[src/rtl/iad_pkg.sv]
`timescale 1ns / 1ps

package iad_pkg;

  // Operation codes carried on the command field
  typedef enum logic [4:0] {
    CMD_ADD   = 5'd0,
    CMD_ADDU  = 5'd1,
    CMD_SUBU  = 5'd2,
    CMD_AND   = 5'd3,
    CMD_OR    = 5'd4,
    CMD_SLT   = 5'd5,
    CMD_SLTU  = 5'd6,
    CMD_ADDI  = 5'd7,
    CMD_ADDIU = 5'd8,
    CMD_ANDI  = 5'd9,
    CMD_ORI   = 5'd10,
    CMD_SLTI  = 5'd11,
    CMD_SLTIU = 5'd12,
    CMD_LUI   = 5'd13,
    CMD_SLL   = 5'd14,
    CMD_SRL   = 5'd15,
    CMD_SRA   = 5'd16,
    CMD_DIV   = 5'd17,
    CMD_DIVU  = 5'd18,
    CMD_MFHI  = 5'd19,
    CMD_MFLO  = 5'd20,
    CMD_MTHI  = 5'd21,
    CMD_MTLO  = 5'd22
  } cmd_t;

  // Functions of the bit-serial ALU
  typedef enum logic [3:0] {
    FN_ADD,
    FN_SUB,
    FN_AND,
    FN_OR,
    FN_SLT,
    FN_SLTU,
    FN_SLL,
    FN_SRL,
    FN_SRA
  } alu_fn_t;

  // Which unit an instruction goes to
  typedef enum logic [1:0] {
    RT_ALU,
    RT_DIV,
    RT_DIRECT
  } route_t;

  // Sequencer states of the top level
  typedef enum logic [1:0] {
    ST_IDLE,
    ST_ALU,
    ST_DIV,
    ST_OUT
  } top_state_t;

  // Divider states
  typedef enum logic [1:0] {
    DV_IDLE,
    DV_ITER,
    DV_SIGN
  } dv_state_t;

  // Launch request to the ALU
  typedef struct packed {
    logic       start;
    alu_fn_t    fn;
    logic [4:0] sa;
  } alu_req_t;

  // Launch request to the divider
  typedef struct packed {
    logic start;
    logic sgn;
  } div_req_t;

  localparam logic [31:0] SIGN_BIT = 32'h8000_0000;
  localparam int unsigned DATA_W   = 32;

endpackage

[src/rtl/iad_bit_alu.sv]
`timescale 1ns / 1ps

module iad_bit_alu
  import iad_pkg::*;
(
  input  logic        clk,
  input  logic        rst_n,
  input  alu_req_t    req_i,
  input  logic [31:0] a_i,
  input  logic [31:0] b_i,
  output logic        done_o,
  output logic [31:0] result_o,
  output logic        ovf_o
);

  logic        busy_r, busy_nxt;
  logic [5:0]  cnt_r, cnt_nxt;
  alu_fn_t     fn_r, fn_nxt;
  logic [31:0] a_r, a_nxt;
  logic [31:0] b_r, b_nxt;
  logic [31:0] res_r, res_nxt;
  logic        carry_r, carry_nxt;
  logic        sa_r, sa_nxt;
  logic        sb_r, sb_nxt;
  logic        is_sub;
  logic        abit, bbit, sbit, rbit;
  logic        lt;

  // Subtract for sub and both compares
  always_comb begin
    is_sub = (req_i.fn inside {FN_SUB, FN_SLT, FN_SLTU});
  end

  // Advance one bit (or one shift position) per cycle
  always_comb begin
    busy_nxt  = busy_r;
    cnt_nxt   = cnt_r;
    fn_nxt    = fn_r;
    a_nxt     = a_r;
    b_nxt     = b_r;
    res_nxt   = res_r;
    carry_nxt = carry_r;
    sa_nxt    = sa_r;
    sb_nxt    = sb_r;
    abit      = a_r[0];
    bbit      = b_r[0];
    sbit      = abit ^ bbit ^ carry_r;
    rbit      = sbit;
    case (fn_r)
      FN_AND:  rbit = abit & bbit;
      FN_OR:   rbit = abit | bbit;
      default: rbit = sbit;
    endcase
    if (req_i.start) begin
      busy_nxt  = 1'b1;
      fn_nxt    = req_i.fn;
      a_nxt     = a_i;
      b_nxt     = is_sub ? ~b_i : b_i;
      carry_nxt = is_sub;
      res_nxt   = a_i;
      sa_nxt    = a_i[31];
      sb_nxt    = b_i[31];
      if (req_i.fn inside {FN_SLL, FN_SRL, FN_SRA}) begin
        cnt_nxt = {1'b0, req_i.sa};
      end else begin
        cnt_nxt = 6'(DATA_W);
      end
    end else if (busy_r) begin
      if (cnt_r == 6'd0) begin
        busy_nxt = 1'b0;
      end else begin
        cnt_nxt = cnt_r - 6'd1;
        case (fn_r)
          FN_SLL: res_nxt = {res_r[30:0], 1'b0};
          FN_SRL: res_nxt = {1'b0, res_r[31:1]};
          FN_SRA: res_nxt = {res_r[31], res_r[31:1]};
          default: begin
            res_nxt   = {rbit, res_r[31:1]};
            a_nxt     = {1'b0, a_r[31:1]};
            b_nxt     = {1'b0, b_r[31:1]};
            carry_nxt = (abit & bbit) | (abit & carry_r) | (bbit & carry_r);
          end
        endcase
      end
    end
  end

  always_ff @(posedge clk) begin
    if (!rst_n) begin
      busy_r <= 1'b0;
      cnt_r  <= '0;
    end else begin
      busy_r <= busy_nxt;
      cnt_r  <= cnt_nxt;
    end
    fn_r    <= fn_nxt;
    a_r     <= a_nxt;
    b_r     <= b_nxt;
    res_r   <= res_nxt;
    carry_r <= carry_nxt;
    sa_r    <= sa_nxt;
    sb_r    <= sb_nxt;
  end

  // Final carry out of the subtract is "no borrow"
  always_comb begin
    if (fn_r == FN_SLT && sa_r != sb_r) begin
      lt = sa_r;
    end else begin
      lt = ~carry_r;
    end
  end

  assign done_o   = busy_r && (cnt_r == 6'd0);
  assign result_o = (fn_r == FN_SLT || fn_r == FN_SLTU) ? {31'd0, lt} : res_r;
  assign ovf_o    = (fn_r == FN_ADD) && (sa_r == sb_r) && (res_r[31] != sa_r);

endmodule

[src/rtl/iad_divider.sv]
`timescale 1ns / 1ps

module iad_divider
  import iad_pkg::*;
(
  input  logic        clk,
  input  logic        rst_n,
  input  div_req_t    req_i,
  input  logic [31:0] dividend_i,
  input  logic [31:0] divisor_i,
  output logic        done_o,
  output logic [31:0] quo_o,
  output logic [31:0] rem_o
);

  dv_state_t   state_r, state_nxt;
  logic [4:0]  cnt_r, cnt_nxt;
  logic [31:0] acc_r, acc_nxt;
  logic [31:0] quo_r, quo_nxt;
  logic [31:0] div_r, div_nxt;
  logic        neg_q_r, neg_q_nxt;
  logic        neg_r_r, neg_r_nxt;
  logic [32:0] shifted;
  logic [32:0] diff;

  // Next state
  always_comb begin
    state_nxt = state_r;
    unique case (state_r)
      DV_IDLE: if (req_i.start) state_nxt = DV_ITER;
      DV_ITER: if (cnt_r == 5'd0) state_nxt = DV_SIGN;
      DV_SIGN: state_nxt = DV_IDLE;
      default: state_nxt = DV_IDLE;
    endcase
  end

  // One quotient bit per cycle, restoring
  always_comb begin
    shifted   = {acc_r, quo_r[31]};
    diff      = shifted - {1'b0, div_r};
    cnt_nxt   = cnt_r;
    acc_nxt   = acc_r;
    quo_nxt   = quo_r;
    div_nxt   = div_r;
    neg_q_nxt = neg_q_r;
    neg_r_nxt = neg_r_r;
    unique case (state_r)
      DV_IDLE: begin
        if (req_i.start) begin
          cnt_nxt   = 5'd31;
          acc_nxt   = '0;
          quo_nxt   = (req_i.sgn && dividend_i[31]) ? (~dividend_i + 32'd1) : dividend_i;
          div_nxt   = (req_i.sgn && divisor_i[31]) ? (~divisor_i + 32'd1) : divisor_i;
          neg_q_nxt = req_i.sgn && (dividend_i[31] ^ divisor_i[31]);
          neg_r_nxt = req_i.sgn && dividend_i[31];
        end
      end
      DV_ITER: begin
        cnt_nxt = cnt_r - 5'd1;
        if (!diff[32]) begin
          acc_nxt = diff[31:0];
          quo_nxt = {quo_r[30:0], 1'b1};
        end else begin
          acc_nxt = shifted[31:0];
          quo_nxt = {quo_r[30:0], 1'b0};
        end
      end
      default: begin
      end
    endcase
  end

  always_ff @(posedge clk) begin
    if (!rst_n) begin
      state_r <= DV_IDLE;
    end else begin
      state_r <= state_nxt;
    end
    cnt_r   <= cnt_nxt;
    acc_r   <= acc_nxt;
    quo_r   <= quo_nxt;
    div_r   <= div_nxt;
    neg_q_r <= neg_q_nxt;
    neg_r_r <= neg_r_nxt;
  end

  // Apply signs on the last cycle
  assign done_o = (state_r == DV_SIGN);
  assign quo_o  = neg_q_r ? (~quo_r + 32'd1) : quo_r;
  assign rem_o  = neg_r_r ? (~acc_r + 32'd1) : acc_r;

endmodule

[src/rtl/integer_alu_with_divider_core.sv]
`timescale 1ns / 1ps
// Integer ALU with HI/LO divider.
// Input channel (in_valid/in_ready) carries one instruction: command, both
// source values, a 16-bit immediate, a shift count and a destination index.
// Result channel (out_valid/out_ready) returns one transfer per instruction:
// result value, write enable and overflow flag. HI and LO are held inside.
// One instruction is in flight at a time; in_ready is high only when the
// sequencer is idle.
// Work between input transfer and out_valid:
//   add/sub/logic/compare/lui: 32 bit-serial steps in the ALU
//   sll/srl/sra: shift_amount steps in the ALU (one position per cycle)
//   div/divu: 32 radix-2 steps in the divider plus sign correction
//   mfhi/mflo/mthi/mtlo and unused codes: straight to the output stage
// in_ready returns as the result enters the output register.
// A finished result sits in the output register; if the receiver stalls, the
// next instruction is still taken and runs, and waits before the output
// register until the previous transfer completes.
// Synchronous reset clears HI, LO, the sequencer and out_valid.

module integer_alu_with_divider_core
  import iad_pkg::*;
(
  input  logic        clk,
  input  logic        rst_n,
  input  logic        in_valid,
  output logic        in_ready,
  input  logic [4:0]  in_command,
  input  logic [31:0] in_operand_s,
  input  logic [31:0] in_operand_t,
  input  logic [15:0] in_immediate,
  input  logic [4:0]  in_shift_amount,
  input  logic [4:0]  in_dest_index,
  output logic        out_valid,
  input  logic        out_ready,
  output logic [31:0] out_result_value,
  output logic        out_write_enable,
  output logic        out_overflow_trap
);

  top_state_t  state_r, state_nxt;
  logic [31:0] hi_r, hi_nxt;
  logic [31:0] lo_r, lo_nxt;
  logic        trap_r;
  logic        dest_nz_r;
  logic [31:0] hold_val_r;
  logic        hold_we_r;
  logic        hold_ovf_r;
  logic        out_valid_r;
  logic [31:0] out_val_r;
  logic        out_we_r;
  logic        out_ovf_r;

  logic        in_xfer;
  logic        out_load;
  route_t      dec_route;
  alu_fn_t     dec_fn;
  logic [31:0] dec_a;
  logic [31:0] dec_b;
  logic        dec_trap;
  logic        dec_sgn;
  logic [31:0] dec_val;
  logic        dec_we;
  logic [31:0] sext_imm;
  logic [31:0] zext_imm;
  logic        dest_nz;

  alu_req_t    alu_req;
  logic        alu_done;
  logic [31:0] alu_result;
  logic        alu_ovf;
  logic        alu_trap;
  div_req_t    div_req;
  logic        div_done;
  logic [31:0] div_quo;
  logic [31:0] div_rem;

  assign sext_imm = {{16{in_immediate[15]}}, in_immediate};
  assign zext_imm = {16'd0, in_immediate};
  assign dest_nz  = (in_dest_index != 5'd0);

  // Decode the instruction into a unit, a function and operands
  always_comb begin
    dec_route = RT_DIRECT;
    dec_fn    = FN_ADD;
    dec_a     = in_operand_s;
    dec_b     = in_operand_t;
    dec_trap  = 1'b0;
    dec_sgn   = 1'b0;
    dec_val   = '0;
    dec_we    = 1'b0;
    unique case (cmd_t'(in_command))
      CMD_ADD:   begin dec_route = RT_ALU; dec_trap = 1'b1; end
      CMD_ADDU:  dec_route = RT_ALU;
      CMD_SUBU:  begin dec_route = RT_ALU; dec_fn = FN_SUB; end
      CMD_AND:   begin dec_route = RT_ALU; dec_fn = FN_AND; end
      CMD_OR:    begin dec_route = RT_ALU; dec_fn = FN_OR; end
      CMD_SLT:   begin dec_route = RT_ALU; dec_fn = FN_SLT; end
      CMD_SLTU:  begin dec_route = RT_ALU; dec_fn = FN_SLTU; end
      CMD_ADDI:  begin dec_route = RT_ALU; dec_b = sext_imm; dec_trap = 1'b1; end
      CMD_ADDIU: begin dec_route = RT_ALU; dec_b = sext_imm; end
      CMD_ANDI:  begin dec_route = RT_ALU; dec_fn = FN_AND; dec_b = zext_imm; end
      CMD_ORI:   begin dec_route = RT_ALU; dec_fn = FN_OR; dec_b = zext_imm; end
      CMD_SLTI:  begin dec_route = RT_ALU; dec_fn = FN_SLT; dec_b = sext_imm; end
      CMD_SLTIU: begin dec_route = RT_ALU; dec_fn = FN_SLTU; dec_b = sext_imm; end
      CMD_LUI: begin
        dec_route = RT_ALU;
        dec_fn    = FN_OR;
        dec_a     = {in_immediate, 16'd0};
        dec_b     = '0;
      end
      CMD_SLL:   begin dec_route = RT_ALU; dec_fn = FN_SLL; dec_a = in_operand_t; end
      CMD_SRL:   begin dec_route = RT_ALU; dec_fn = FN_SRL; dec_a = in_operand_t; end
      CMD_SRA:   begin dec_route = RT_ALU; dec_fn = FN_SRA; dec_a = in_operand_t; end
      CMD_DIV:   begin dec_route = RT_DIV; dec_sgn = 1'b1; end
      CMD_DIVU:  dec_route = RT_DIV;
      CMD_MFHI:  begin dec_val = hi_r; dec_we = dest_nz; end
      CMD_MFLO:  begin dec_val = lo_r; dec_we = dest_nz; end
      CMD_MTHI:  dec_route = RT_DIRECT;
      CMD_MTLO:  dec_route = RT_DIRECT;
      default:   dec_route = RT_DIRECT;
    endcase
  end

  // Next state of the sequencer
  always_comb begin
    state_nxt = state_r;
    unique case (state_r)
      ST_IDLE: begin
        if (in_valid) begin
          unique case (dec_route)
            RT_ALU:  state_nxt = ST_ALU;
            RT_DIV:  state_nxt = ST_DIV;
            default: state_nxt = ST_OUT;
          endcase
        end
      end
      ST_ALU:  if (alu_done) state_nxt = ST_OUT;
      ST_DIV:  if (div_done) state_nxt = ST_OUT;
      ST_OUT:  if (!out_valid_r || out_ready) state_nxt = ST_IDLE;
      default: state_nxt = ST_IDLE;
    endcase
  end

  // Sequencer outputs
  always_comb begin
    in_ready = 1'b0;
    out_load = 1'b0;
    unique case (state_r)
      ST_IDLE: in_ready = 1'b1;
      ST_OUT:  out_load = !out_valid_r || out_ready;
      default: begin
      end
    endcase
  end

  assign in_xfer = in_valid && in_ready;

  // Launch the units
  always_comb begin
    alu_req.start = in_xfer && (dec_route == RT_ALU);
    alu_req.fn    = dec_fn;
    alu_req.sa    = in_shift_amount;
    div_req.start = in_xfer && (dec_route == RT_DIV);
    div_req.sgn   = dec_sgn;
  end

  iad_bit_alu u_alu (
    .clk      (clk),
    .rst_n    (rst_n),
    .req_i    (alu_req),
    .a_i      (dec_a),
    .b_i      (dec_b),
    .done_o   (alu_done),
    .result_o (alu_result),
    .ovf_o    (alu_ovf)
  );

  iad_divider u_div (
    .clk        (clk),
    .rst_n      (rst_n),
    .req_i      (div_req),
    .dividend_i (in_operand_s),
    .divisor_i  (in_operand_t),
    .done_o     (div_done),
    .quo_o      (div_quo),
    .rem_o      (div_rem)
  );

  assign alu_trap = trap_r && alu_ovf;

  // Update HI and LO
  always_comb begin
    hi_nxt = hi_r;
    lo_nxt = lo_r;
    if (in_xfer && cmd_t'(in_command) == CMD_MTHI) begin
      hi_nxt = in_operand_s;
    end
    if (in_xfer && cmd_t'(in_command) == CMD_MTLO) begin
      lo_nxt = in_operand_s;
    end
    if (state_r == ST_DIV && div_done) begin
      hi_nxt = div_rem;
      lo_nxt = div_quo;
    end
  end

  always_ff @(posedge clk) begin
    if (!rst_n) begin
      state_r     <= ST_IDLE;
      hi_r        <= '0;
      lo_r        <= '0;
      out_valid_r <= 1'b0;
    end else begin
      state_r <= state_nxt;
      hi_r    <= hi_nxt;
      lo_r    <= lo_nxt;
      if (out_load) begin
        out_valid_r <= 1'b1;
      end else if (out_ready) begin
        out_valid_r <= 1'b0;
      end
    end
  end

  // Hold the finished result until the output register is free
  always_ff @(posedge clk) begin
    if (in_xfer) begin
      trap_r     <= dec_trap;
      dest_nz_r  <= dest_nz;
      hold_val_r <= dec_val;
      hold_we_r  <= dec_we;
      hold_ovf_r <= 1'b0;
    end else if (state_r == ST_ALU && alu_done) begin
      hold_val_r <= alu_trap ? 32'd0 : alu_result;
      hold_we_r  <= dest_nz_r && !alu_trap;
      hold_ovf_r <= alu_trap;
    end else if (state_r == ST_DIV && div_done) begin
      hold_val_r <= '0;
      hold_we_r  <= 1'b0;
      hold_ovf_r <= 1'b0;
    end
    if (out_load) begin
      out_val_r <= hold_val_r;
      out_we_r  <= hold_we_r;
      out_ovf_r <= hold_ovf_r;
    end
  end

  assign out_valid         = out_valid_r;
  assign out_result_value  = out_val_r;
  assign out_write_enable  = out_we_r;
  assign out_overflow_trap = out_ovf_r;

endmodule

[config.mk]
export PLATFORM = sky130hd
export DESIGN_NAME = integer_alu_with_divider_core
export DESIGN_NICKNAME = d
export VERILOG_FILES = /design/src/rtl/iad_pkg.sv /design/src/rtl/iad_bit_alu.sv /design/src/rtl/iad_divider.sv /design/src/rtl/integer_alu_with_divider_core.sv
export SDC_FILE = /design/constraint.sdc
export NUM_CORES = 1
export LEC_CHECK = 0
export CAP_MARGIN = 20
export CORE_ASPECT_RATIO = 0.5
export CORE_MARGIN = 5
export CORE_UTILIZATION = 40
export DETAILED_ROUTE_END_ITERATION = 8
export DONT_BUFFER_PORTS = 1
export PLACE_DENSITY_LB_ADDON = 0.3
export SLEW_MARGIN = 20
export SYNTH_ARGS = -nofsm -noshare
export SYNTH_HDL_FRONTEND = slang
export SYNTH_SLANG_ARGS = --single-unit
[constraint.sdc]
create_clock -name clk -period 4.3 [get_ports clk]
set_input_delay 0.215 -clock clk [delete_from_list [all_inputs] [get_ports clk]]
set_output_delay 0.215 -clock clk [all_outputs]
set_load 0.02 [all_outputs]
# Word-level counts from Yosys, hierarchy flattened
# Cells that the tools add are included.
# totals
out_inout_bits	36
wordCells	232
romBits	0
regBits	352
mem_bits_rw	0
mem_count	0
inputBits	99
latchBits	0
# op_classes
add_sub_neg	7
n_mul	0
shifts	0
n_bitwise	15
n_reduce_logical	56
n_mux	72
n_lt_le_gt_ge	0
div_mod_pow	0
n_eq_ne	53
# op_table
operator	n
$mux W32	28
$pmux W32 S2	4
$pmux W32 S3	2
$not A32 Y32	5
$add A32 B1 Y32 const B	4
$eq A5 B4 Y1 const B	8
$eq A5 B5 Y1 const B	7
$sub A33 B32 Y33	1
$eq A4 B3 Y1 const B	8
$pmux W4 S8	1
$mux W6	4
$eq A5 B3 Y1 const B	4
$mux W1	20
$reduce_or A17 Y1	1
$logic_and A1 B1 Y1	16
$ne A2 B2 Y1 const B	7
$reduce_or A2 Y1	7
$mux W2	6
$pmux W2 S2	3
$reduce_bool A2 Y1	6
$eq A5 B2 Y1 const B	2
$logic_not A5 Y1	2
$pmux W5 S2	1
$reduce_bool A3 Y1	3
other kinds (29)	53

# Longest topological paths before layout
# depth
depth_word	8
depth_mapped	14
depth_no_buf	12

# By module
# From an unflattened synthesis, not the netlist that was laid out.
# hier_totals
hier_cells	2323
area_unflattened_um2	21250.4
# modules_own_cells
mod	area_per_inst_um2	seq_area_each_um2	cells_per_inst	instances
iad_divider	8754.6	3133.0	1019	1
integer_alu_with_divider_core	6937.9	3433.3	801	1
iad_bit_alu	5557.8	3233.1	503	1

# Least setup slack after synthesis
# No wires, ideal clock.
# synth_timing
path_type	flip-flop to flip-flop
from	register state_r[0]
to	register u_div.acc_r[0], enable pin
t_arrival_ps	4151
path_buffers	0
slack_ps	-348
period_less_slack_ps	4648
setup_ps	496
path_stages_with_launch	7
path_cell_list	dfxtp_1 -> inv_1 -> ha_1 -> nand2_1 -> inv_1 -> a21oi_1 -> nor2_1
# synth_via
elab_chain_cells	6
# synth_rtl
item	line	source
from (decl)	integer_alu_with_divider_core.sv:40	top_state_t state_r, state_nxt;
from (signal assigned)	integer_alu_with_divider_core.sv:214	state_r <= state_nxt;
$logic_not A2 Y1	integer_alu_with_divider_core.sv:148	unique case (state_r)
$mux W1	integer_alu_with_divider_core.sv:148	
named net in_ready	integer_alu_with_divider_core.sv:26	output logic in_ready,
$logic_and A1 B1 Y1	integer_alu_with_divider_core.sv:156	assign in_xfer = in_valid && in_ready;
named net in_xfer	integer_alu_with_divider_core.sv:53	logic in_xfer;
$logic_and A1 B1 Y1	integer_alu_with_divider_core.sv:163	div_req.start = in_xfer && (dec_route == RT_DIV);
$ne A2 B2 Y1 (no source line)	--	
$reduce_and A2 Y1 (no source line)	--	
to (signal assigned)	iad_divider.sv:80	acc_r <= acc_nxt;
to (decl)	iad_divider.sv:18	logic [31:0] acc_r, acc_nxt;
# The timed path passes the listed nets, and every way through them passes these cells.
# A chain may end at the register's enable or synchronous reset.

# Final worst setup path
# layout_timing
from	register u_div.acc_r[7]
to	register u_div.acc_r[12] (data pin)
# layout_via
elab_chain_cells	3
# layout_rtl
item	line	source
$sub A33 B32 Y33	iad_divider.sv:40	diff = shifted - {1'b0, div_r};
$mux W32	iad_divider.sv:60	if (!diff[32]) begin
$pmux W32 S2	iad_divider.sv:47	unique case (state_r)
# No other way between the ends.

==> metrics.yaml <==
outcome:
  outcome: "complete, no violations"
cts:
  cts_tree: "yes"
  cts_buffers: 37
  cts_root_buf: "clkbuf_16"
  cts_sinks: 352
  cts_setup_buffers: 0
  clk_pin_slew_worst_paths_ns: 0.07
  cts_max_level: 2
  post_cts_resized: 0
  clkLatencyLatePin_ns: 0.55
  cts_buffer_depth: 3
setup_path:
  worst-endpoint-required_ns: 4.68
  cp-start-kind: "flip-flop"
  reg2regPathDepth: 10
  max_stage_delay_ns: 0.51
  critical_path_class: "flip-flop to flip-flop"
  crit_fanout: 21
  cp_cell_sequence: "ha_1 > nand3_2 > or3_1 > or3b_4 > a211o_4 > a211oi_4 > nor4_4 > buf_4 > or4_1 > a21oi_1"
  cp.arrival_ns: 4.17
  cp_slowest_cell: "or4_1"
  cp-end-kind: "flip-flop"
placed_design:
  dp_cells: 2714
  dp_hpwl_um: 46500
  port_buffers: 0
  place_congestion: 0.890
finish:
  fin_util: 0.461
  syn_to_final_growth_pct: 14.1
  final_cell_mix: "edfxtp_1 (275), nand2_1 (236), o21ai_0 (207)"
  nFillCells: 4726
  mostFrequentLayoutCell: "edfxtp_1"
  stdcell_count: 2867
  drive_gt1_frac: 0.0630
  final_nets: 2293
die:
  row_count: 58
  core_area_um2: 50200
  dieArea_um2: 55600
  die_h_um: 169
  initial_core_util: 0.404
  io_pins: 135
  die_x_um: 329
synth:
  async_reset_ff_frac: 0
  synth_cell_types: 72
  yosysSeqAreaShare: 0.483
  synth_nets: 2265
  synth_flop_cell: "edfxtp_1"
  synth_seq_cells: 352
  syn_area_um2: 20300
  postSynthAreaPerCell_um2: 9.58
  yosysWarnings: 0
  synth_edf_count: 275
  syn_inst: 2120
pwr:
  switching_power_mw: 2.58
  p_sw_frac: 0.281
  irDropWorstVdd_uv: 278
  power-per-cell-area_nw_per_um2: 396
  p_int_mw: 6.60
  total_leakage_power_nw: 7.97
  combPwrFrac: 0.151
  clockPowerShare: 0.361
  seq_power_share: 0.487
sta:
  final_max_slew_viol_count: 0
  worstMarginPinSlew_ns: 1.04
  fin_skew_ns: 0.0198
  rsz0062_at_grt: "no"
  period_share: 0.880
  hold_violations: 0
  fin_tns_setup_ns: 0
  max_freq_mhz: 264
  setup_viol: 0
  relSlewSlack: 0.302
  fin_crit_ns: 3.78
  whs_ns: 0.0165
grt:
  antenna_found_initial: 6
  grt_pass1_vias: 15600
  grt_max_degree: 70
  track_usage: 0.236
  grt_pass1_wl_um: 100000
  grt-ovfl-total: 0
routing:
  drtIter0Drc: 2116
  vias_per_cell: 6.03
  dr.pass1.iters: 5
  via_count: 17300
  routedWlPerCell_um: 23.9
  remaining_drc_errors: 0
  final_antenna_net_count: 0
  routed_wl_um: 68600
hold_path:
  hold_depth: 3
  hp-class: "input pin to flip-flop"
job:
  cap_violations: 0
[layout make-up]
cell class,instances,area [um2],area share
inverters,77,289,0.0125
clock inverters,9,80.1,0.00346
clock buffers,58,1140,0.0492
flip-flops and latches,352,9800,0.423
repair buffers,125,1200,0.0518
diodes,1,2.50,0.000108
well taps,690,863,0.0373
multi-input cells,1555,9800,0.423
[worst paths after layout]
check                                                       to                          from  slack, ns
worst min register to register  out_result_value[12]$_DFFE_PP_      hold_val_r[12]$_DFFE_PP_       0.42
worst min-delay path                     lo_r[29]$_SDFFE_PN0P_              in_operand_s[29]       0.02
worst max register to register   u_div.acc_r[12]$_SDFFCE_PN0P_  u_div.acc_r[7]$_SDFFCE_PN0P_       0.52
worst max-delay path             u_div.acc_r[12]$_SDFFCE_PN0P_  u_div.acc_r[7]$_SDFFCE_PN0P_       0.52
[Yosys cell counts, types with 17 or more instances]
master	number	area [um2]
xnor2_1	83	727
o21ai_0	207	1040
o31ai_1	32	240
nor3_1	50	250
a22oi_1	52	390
a31oi_1	42	263
nor2_1	190	713
mux2i_1	48	480
or3_1	26	163
nand2_1	238	893
ha_1	44	551
edfxtp_1	275	8260
a211oi_1	78	586
dfxtp_1	77	1540
xor2_1	81	709
nor2b_1	28	175
a21oi_1	104	521
inv_1	75	282
nand2b_1	17	106
clkbuf_1	119	447
nand3_1	28	140
a221oi_1	18	158
[repair_timing]
item / in CTS / in global routing
endpoints found under the setup margin: 0 / 0
hold buffers: 84 / 1
hold endpoints to repair: 158 / 1
[stage by stage]
stage               power (mW)  instance area, um2  setup slack, ns
floorplan                 5.40               20300            0.199
global placement          5.75               21100            0.634
detailed placement        5.80               21100            0.574
CTS                       9.20               23200            0.549
global route              9.54               23200            0.387
finish                    9.18               23200            0.518
[power groups by stage]
stage / clock, mW / sequential (mW) / combinational (mW)
floorplan: 0 / 4.48 / 0.927
global placement: 0 / 4.53 / 1.23
CTS: 3.36 / 4.47 / 1.36
finish: 3.32 / 4.47 / 1.39
global route: 3.51 / 4.51 / 1.52
detailed placement: 0 / 4.54 / 1.25
[critical path: cells and delay by family (launching register included)]
family / cells / cell delay, ns
buffers and inverters: 1 / 0.22
DFF: 1 / 0.50
and+or+nand+nor: 5 / 1.50
AOI/OAI and AO/OA: 3 / 0.92
adders and majority gates: 1 / 0.48
[cell families after synthesis]
family,after synthesis,share of synthesized area
DFF,352,0.483
muxes,57,0.0287
and+or+nand+nor,665,0.151
xor gates and xnor gates,164,0.0707
AOI/OAI and AO/OA,623,0.197
adders and majority gates,46,0.0291
buffers and inverters,213,0.0402
[layer usage]
layer	vias to the layer above	share of wire	global-route usage
met1	8313	0.44	0.342
met5	-	0	0
met2	902	0.42	0.346
met3	184	0.092	0.0459
li1	7899	-	-
met4	0	0.047	0.0998
[state kept, by name (all words and copies together), names as in the netlist, 2 cells and up]
signal	flops
hi_r	32
u_alu.b_r	32
u_alu.fn_r	4
u_div.cnt_r	5
u_div.div_r	32
hold_val_r	32
u_div.acc_r	32
u_div.quo_r	32
u_alu.cnt_r	6
lo_r	32
u_div.state_r	2
out_result_value	32
state_r	2
u_alu.a_r	32
u_alu.res_r	32
Power figures use the tool's default switching activity.
